==> config.mk <==
export PLATFORM = sky130hd
export DESIGN_NAME = imucal_merge
export DESIGN_NICKNAME = d
export VERILOG_FILES = /design/src/rtl/imucal_pkg.sv /design/src/rtl/imucal_merge.sv
export SDC_FILE = /design/constraint.sdc
export NUM_CORES = 1
export LEC_CHECK = 0
export BUFFER_PORTS_ARGS = -buffer_cell sky130_fd_sc_hd__buf_2
export CAP_MARGIN = 20
export CELL_PAD_IN_SITES_DETAIL_PLACEMENT = 0
export CELL_PAD_IN_SITES_GLOBAL_PLACEMENT = 2
export CORE_AREA = 5 5 228 230
export DETAILED_ROUTE_END_ITERATION = 6
export DIE_AREA = 0 0 233 235
export GPL_TIMING_DRIVEN = 0
export PLACE_DENSITY_LB_ADDON = 0.1
export REMOVE_ABC_BUFFERS = 1
export SETUP_SLACK_MARGIN = 0.15
export SYNTH_ARGS = -nofsm -noshare
export SYNTH_HDL_FRONTEND = slang
export SYNTH_SLANG_ARGS = --single-unit
==> constraint.sdc <==
create_clock -name clk -period 1.4 [get_ports clk]
set_clock_uncertainty 0.2 [all_clocks]
set_input_delay 0.28 -clock clk [delete_from_list [all_inputs] [get_ports clk]]
set_output_delay 0.28 -clock clk [all_outputs]
set_load 0.01 [all_outputs]
==> src/rtl/imucal_pkg.sv <==
`timescale 1ns / 1ps
`default_nettype none
// ----------------------------------------------------------------------------
// imucal_pkg
// Shared types and constants for the IMU frame calibration and filter block.
// ----------------------------------------------------------------------------
package imucal_pkg;

  // fixed-point setup
  localparam int FRAC_BITS = 16;
  localparam int PROD_FRAC = 24;
  localparam int OUT_SHIFT = PROD_FRAC - FRAC_BITS;
  localparam int AXES      = 3;
  localparam int MAX_AXES  = 3;

  // filter coefficient of one in Q1.16
  localparam logic [16:0] COEF_ONE = 17'h10000;

  // configuration register indexes
  localparam logic [2:0] REG_GYRO_GAIN    = 3'd0;
  localparam logic [2:0] REG_ACCEL_GAIN   = 3'd1;
  localparam logic [2:0] REG_MAG_GAIN     = 3'd2;
  localparam logic [2:0] REG_GYRO_OFFS    = 3'd3;
  localparam logic [2:0] REG_ACCEL_OFFS   = 3'd4;
  localparam logic [2:0] REG_MAG_OFFS     = 3'd5;
  localparam logic [2:0] REG_ACCEL_SMOOTH = 3'd6;

  // sequencer states, also the step code seen by the lanes
  typedef enum logic [2:0] {
    ST_IDLE,
    ST_MUL_G,
    ST_MUL_A,
    ST_MUL_M,
    ST_MUL_F,
    ST_UPD,
    ST_OUT
  } state_t;

  // input word
  typedef struct packed {
    logic signed [15:0] gyro_x_raw;
    logic signed [15:0] gyro_y_raw;
    logic signed [15:0] gyro_z_raw;
    logic signed [15:0] accel_x_raw;
    logic signed [15:0] accel_y_raw;
    logic signed [15:0] accel_z_raw;
    logic signed [15:0] mag_x_raw;
    logic signed [15:0] mag_y_raw;
    logic signed [15:0] mag_z_raw;
  } in_word_t;

  // result word
  typedef struct packed {
    logic signed [31:0] rate_x;
    logic signed [31:0] rate_y;
    logic signed [31:0] rate_z;
    logic signed [31:0] accel_x_smooth;
    logic signed [31:0] accel_y_smooth;
    logic signed [31:0] accel_z_smooth;
    logic signed [31:0] field_x;
    logic signed [31:0] field_y;
    logic signed [31:0] field_z;
    logic               clipped;
  } out_word_t;

  // lane control from the sequencer
  typedef struct packed {
    logic   start;
    state_t step;
  } lane_ctrl_t;

  // per-lane configuration slice
  typedef struct packed {
    logic [31:0] gyro_gain;
    logic [31:0] accel_gain;
    logic [31:0] mag_gain;
    logic [19:0] gyro_off;
    logic [19:0] accel_off;
    logic [19:0] mag_off;
    logic [16:0] coef;
  } lane_cfg_t;

  // per-lane raw samples
  typedef struct packed {
    logic [15:0] gyro;
    logic [15:0] accel;
    logic [15:0] mag;
  } lane_raw_t;

  // per-lane results
  typedef struct packed {
    logic [31:0] rate;
    logic [31:0] accel;
    logic [31:0] field;
    logic        clip;
  } lane_res_t;

endpackage
`default_nettype wire

==> src/rtl/imucal_merge.sv <==
`timescale 1ns / 1ps
`default_nettype none
// ----------------------------------------------------------------------------
// imucal_merge
// Gathers the lane results into one result word, merges the clip flags and
// holds the word in the output register until it is taken.
// ----------------------------------------------------------------------------
module imucal_merge import imucal_pkg::*; (
  input  wire logic      clk,
  input  wire logic      rst_n,
  input  wire logic      load,
  input  wire lane_res_t res [MAX_AXES],
  output      logic      out_valid,
  input  wire logic      out_ready,
  output      out_word_t out_data,
  output      logic      busy
);

  logic      out_valid_r;
  out_word_t out_data_r;
  out_word_t word_nxt;

  // pack the lanes
  always_comb begin
    word_nxt.rate_x         = res[0].rate;
    word_nxt.rate_y         = res[1].rate;
    word_nxt.rate_z         = res[2].rate;
    word_nxt.accel_x_smooth = res[0].accel;
    word_nxt.accel_y_smooth = res[1].accel;
    word_nxt.accel_z_smooth = res[2].accel;
    word_nxt.field_x        = res[0].field;
    word_nxt.field_y        = res[1].field;
    word_nxt.field_z        = res[2].field;
    word_nxt.clipped        = res[0].clip | res[1].clip | res[2].clip;
  end

  // output register
  always_ff @(posedge clk) begin
    if (!rst_n) begin
      out_valid_r <= 1'b0;
    end else if (load) begin
      out_valid_r <= 1'b1;
    end else if (out_ready) begin
      out_valid_r <= 1'b0;
    end
  end

  always_ff @(posedge clk) begin
    if (load) begin
      out_data_r <= word_nxt;
    end
  end

  assign out_valid = out_valid_r;
  assign out_data  = out_data_r;
  assign busy      = out_valid_r & ~out_ready;

endmodule
`default_nettype wire

==> impl_metrics.tcl, run 1 <==
set metrics [dict create \
    syn_area_um2 8720 \
    status "finished with violations" \
    port_buffers 585 \
    antenna_found_initial 1 \
    numCtsBuffers 38 \
    fin_crit_sh_pct 115 \
    hold_depth 4 \
    area_delta_synth_final_pct 93.9 \
    synth_area_leaders "edfxtp_1, dfxtp_1, nor2b_2" \
    fin_ws_ns -0.207 \
    die_w_um 233 \
    max_cap_viol_count 0 \
    violations "setup timing" \
    setup_viol 291 \
    worst_slew_pin_slew_ns 0.500 \
    grt_pass1_vias 7257 \
    worstPathArrival_ns 1.13 \
    crit_required_ns 0.92 \
    total_power_mw 22.2 \
    wire_per_inst_um 17.7 \
    hold_end "out_valid" \
    synth_seq_cells 290 \
    synth_cell_types 5 \
    nets 1510 \
    hold_class "in -> reg" \
    pwr-share-clk_pct 41.3 \
    p_leak_nw 7.07 \
    path_clk_slew_ns 0.05 \
    ctsHoldBuffers 292 \
    dp_hpwl_mm 25.1 \
    hold_viol 0 \
    switching_share_pct 22.6 \
    drv_slew 0 \
    layout_commonest_cell "buf_2" \
    post_drt_via_cell_ratio 3.43 \
    power_density_nw_per_um2 1310 \
    cts-htree-levels 2 \
    clk_latency_ns 0.53 \
    crit_path_end_kind "output pin" \
    fin_crit_ns 1.61 \
    crit_type "reg -> out" \
    grt_max_degree 99 \
    maxClockFrequency_mhz 622 \
    power_frac_comb_pct 11.5 \
    fill_cells 5062 \
    cts.path.max_buffers 3 \
    num_rows 82 \
    ys_warn_count 0 \
    net-switching-power_mw 5.01 \
    final.setup.tns_ns -32.99 \
    core-area_um2 49700 \
    die_h_um 235 \
    grt_overflow 0 \
    critPathMaxFanout 2 \
    grt_usage_pct 11.8 \
    cts_tree "yes" \
    gp_routability_congestion 0.733 \
    clock_sinks 290 \
    vias 6570 \
    pwr-share-seq_pct 47.2 \
    synthCells 293 \
    rr_worst_depth 3 \
    start_kind "register" \
    pin_count 586 \
    r2r-end "out_valid" \
    initial_core_util_pct 17.6 \
    rrSetupSlack_ns 0.38 \
    first_pass_iters 4 \
    die_area_um2 54800 \
    routed_wl_mm 33.9 \
    synth.top_cell.area_share_pct 99.5 \
    ir_drop_mv 0.719 \
    grt_pass1_wl_mm 47.4 \
    drc 0 \
    drtIter0Drc 191 \
    synth_top_area_cell "edfxtp_1" \
    r2r_start "out_valid" \
    worstHoldStart "out_ready" \
    yosysSeqAreaShare_pct 99.7 \
    rsz0062_at_grt "yes" \
    p_int_mw 17.2 \
    ant_nets 0 \
    slew-limit-headroom_pct 66.7 \
    root_buffer "clkbuf_16" \
    crit_start "out_valid" \
    syn_avg_cell_area_um2 29.8 \
    most-common-layout-cells "buf_2, dlygate4sd3_1, edfxtp_1" \
    drive_above_1_share_pct 51.6 \
]
worst max-delay path, stage by stage (launching register included):
cell	delay, ns
dfxtp_2	0.33
nor2b_4	0.15
buf_6	0.12
synth_stat cells (all sizes together):
master  number
o21a         1
or3          1
edfxtp     289
nor2b        1
dfxtp        1
worst max-delay path by stage:
stage / cells past startpoint / to / slack (ns)
2_1_floorplan: 1 / out_data[0] / 0.31
3_3_place_gp: 1 / out_data[255] / -4.85
3_5_place_dp: 2 / out_data[271] / -0.61
4_1_cts: 1 / out_data[23] / -0.27
5_1_grt: 2 / busy / -0.28
6_report: 2 / busy / -0.21
cell families (layout without fill, tap and decap cells):
| logic type | count (synthesis) | after routing | synth area share [%] |
|---|---|---|---|
| buffers and inverters | 0 | 951 | 0 |
| other | 0 | 1 | 0 |
| and+or+nand+nor | 2 | 2 | 0.172 |
| DFF | 290 | 290 | 99.7 |
| AOI/OAI and AO/OA | 1 | 1 | 0.0861 |
what timing repair did:
| action | 4_1_cts | 5_1_grt |
|---|---|---|
| gates resized for setup | 29 | 24 |
| buffers inserted | 0 | 1 |
| endpoints found under the hold margin | 369 | 7 |
| gates cloned | 1 | 1 |
| endpoints found under the setup margin | 501 | 357 |
flip-flops by register name, summed over array words and instances (netlist names):
| name | flops |
|---|---|
| out_valid | 1 |
| out_data | 289 |
final cells by class:
| cell class | count | area [um2] | area share [%] |
|---|---|---|---|
| Clock inverter | 18 | 115 | 0.681 |
| Clock buffer | 51 | 1060 | 6.29 |
| Timing Repair Buffer | 882 | 6160 | 36.4 |
| Sequential cell | 290 | 8700 | 51.4 |
| Multi-Input combinational cell | 3 | 27.5 | 0.163 |
| Tap cell | 672 | 841 | 4.97 |
| Antenna cell | 1 | 2.50 | 0.0148 |
routing by layer:
metal	track usage, %	up-vias	part of all wire (%)
met5	0	-	0
met4	3.83	0	2.6
met3	4.73	58	9.0
met2	22.0	307	54
met1	11.7	3141	34
li1	-	3064	-
stage by stage:
stage	hold WS (ns)	setup slack (ns)	instance area, um2	std cells	utilization (%)
after floorplan	0.179	0.313	8720	293	-
after global placement	0.256	-4.85	12500	1550	25.2
after detailed placement	0.258	-0.607	12600	1552	25.3
after CTS	-0.151	-0.269	16800	1914	33.8
after global routing	-0.00965	-0.278	16900	1916	34.0
final	0.0000759	-0.207	16900	1917	34.1
power groups by stage:
| stage | clock [mW] | sequential, mW | combinational, mW |
|---|---|---|---|
| after floorplan | 0 | 11.1 | 0.00459 |
| after global placement | 0 | 10.7 | 1.82 |
| after detailed placement | 0 | 10.6 | 1.82 |
| after CTS | 9.66 | 10.5 | 2.58 |
| after global routing | 10.1 | 10.5 | 2.72 |
| final | 9.17 | 10.5 | 2.54 |
Power figures use the tool's default switching activity.
==> run 2, diff against run 1 <==
--- a/config.mk
+++ b/config.mk
@@ -11,4 +11,5 @@
 export CELL_PAD_IN_SITES_GLOBAL_PLACEMENT = 2
 export CORE_AREA = 5 5 228 230
+export CTS_CLUSTER_DIAMETER = 80
 export DETAILED_ROUTE_END_ITERATION = 6
 export DIE_AREA = 0 0 233 235
==> constraint.sdc (replaced) <==
create_clock -name clk -period 1.4 [get_ports clk]
set_clock_uncertainty 0.2 [all_clocks]
set_input_delay 0.14 -clock clk [delete_from_list [all_inputs] [get_ports clk]]
set_output_delay 0.14 -clock clk [all_outputs]
set_load 0.01 [all_outputs]
==> impl_metrics.tcl, run 2 (same netlist as run 1, synthesis figures left out) <==
set metrics [dict create \
    initial_core_util_pct 17.6 \
    die_w_um 233 \
    rr_worst_depth 3 \
    p_leak_nw 7.04 \
    drtIter0Drc 164 \
    power_density_nw_per_um2 1310 \
    dp_hpwl_mm 25.1 \
    critPathBufInv 1 \
    start_kind "register" \
    cts-htree-levels 2 \
    critPathMaxFanout 2 \
    first_pass_iters 6 \
    die_area_um2 54800 \
    grt_pass1_vias 7276 \
    root_buffer "clkbuf_16" \
    setup_viol 14 \
    fin_ws_ns -0.0638 \
    area_delta_synth_final_pct 93.3 \
    die_h_um 235 \
    slew-limit-headroom_pct 63.8 \
    grt_pass1_wl_mm 47.3 \
    drc 0 \
    cts_tree "yes" \
    wire_per_inst_um 17.6 \
    nets 1510 \
    ctsHoldBuffers 292 \
    hold_viol 80 \
    fin_crit_sh_pct 105 \
    whs_ns -0.138 \
    antenna_found_initial 1 \
    core-area_um2 49700 \
    cts.path.max_buffers 3 \
    worstPathArrival_ns 1.12 \
    ant_nets 0 \
    worst_slew_pin_slew_ns 0.543 \
    final.setup.tns_ns -0.294 \
    grt_overflow 0 \
    drv_slew 0 \
    path_clk_slew_ns 0.05 \
    violations "hold timing, setup timing" \
    critical_path.top_delay_family "flip-flops" \
    crit_required_ns 1.06 \
    rsz0062_at_grt "yes" \
    ir_drop_mv 0.714 \
    max_cap_viol_count 0 \
    post_drt_via_cell_ratio 3.43 \
    cp_cell_sequence "nor2b_4, buf_6" \
    crit_type "reg -> out" \
    fin_crit_ns 1.46 \
    worst_path_max_delay_cell "dfxtp_2" \
    hold_class "in -> reg" \
    grt_usage_pct 11.7 \
    grt_max_degree 99 \
    num_rows 82 \
    port_buffers 585 \
    cp_slowest_stage_delay_ns 0.33 \
    layout_commonest_cell "buf_2" \
    most-common-layout-cells "buf_2, dlygate4sd3_1, edfxtp_1" \
    numCtsBuffers 39 \
    clock_sinks 290 \
    drive_above_1_share_pct 51.6 \
    hold_depth 1 \
    pin_count 586 \
    fill_cells 5057 \
    vias 6562 \
    crit_path_end_kind "output pin" \
    routed_wl_mm 33.6 \
    clk_latency_ns 0.53 \
    path_depth 2 \
    maxClockFrequency_mhz 683 \
    largest_reg_flops 289 \
    status "finished with violations" \
    gp_routability_congestion 0.733 \
]
## run 2: cell types whose count changed in the layout (fill, tap and decap cells not counted)
cell | before | now
clkbuf_16 | 42 | 41
bufinv_16 | 1 | 0
clkinv_4 | 3 | 0
clkbuf_1 | 10 | 8
inv_8 | 0 | 1
clkinv_2 | 5 | 4
clkinvlp_4 | 0 | 2
inv_6 | 0 | 1
clkinv_1 | 9 | 10
## run 2: final cells by class
| type | instances | area [um2] | share of cell area (%) |
|---|---|---|---|
| diodes | 1 | 2.50 | 0.0148 |
| clock buffers | 49 | 1060 | 6.27 |
| clock inverters | 18 | 92.6 | 0.549 |
| multi-input cells | 3 | 27.5 | 0.163 |
| flip-flops and latches | 290 | 8700 | 51.6 |
| well taps | 672 | 841 | 4.99 |
| repair buffers | 881 | 6140 | 36.4 |
## run 2: worst register-to-register path: cells and delay by family (launching register included)
family,cells,cell delay (ns)
AO/OA/AOI/OAI,1,0.15
buffers and inverters,1,0.12
flip-flops,1,0.32
AND/OR/NAND/NOR,1,0.12
## run 2: per-layer routing
layer | part of all wire [%] | wire (um) | track usage [%]
met1 | 34 | 11600 | 11.9
met2 | 54 | 18200 | 21.8
met3 | 8.7 | 2920 | 4.13
met4 | 2.7 | 914 | 4.76
met5 | 0 | 0 | 0
## run 2: what timing repair did
item | in CTS | in global routing
setup buffers | 0 | 1
gates cloned | 1 | 0
endpoints found under the hold margin | 369 | 80
endpoints found under the setup margin | 338 | 426
gates resized for setup | 26 | 27
## run 2: power breakdown
group          total, mW  leakage (nW)  switching (mW)  internal, mW
combinational       2.53          3.64            1.18          1.35
clock               8.99         0.557            3.67          5.32
sequential          10.5          2.84           0.159          10.3
total               22.0          7.04            5.01          17.0
## run 2: worst paths after layout
check                               start           end  slack [ns]
worst min register to register  out_valid     out_valid        0.51
worst min-delay path                 load  out_data[96]       -0.14
worst max-delay path            out_valid          busy       -0.06
worst max register to register  out_valid     out_valid        0.38
## run 2: per-stage QoR
| stage | area [um2] | power (mW) | std cells | setup slack [ns] | util [%] |
|---|---|---|---|---|---|
| 2_1_floorplan | 8720 | 11.1 | 293 | 0.440 | - |
| 5_1_grt | 16900 | 23.1 | 1913 | -0.133 | 33.9 |
| 3_5_place_dp | 12600 | 12.5 | 1552 | -0.467 | 25.3 |
| 3_3_place_gp | 12500 | 12.5 | 1550 | -4.71 | 25.2 |
| 6_report | 16900 | 22.0 | 1914 | -0.0638 | 33.9 |
| 4_1_cts | 16700 | 22.5 | 1912 | -0.129 | 33.7 |
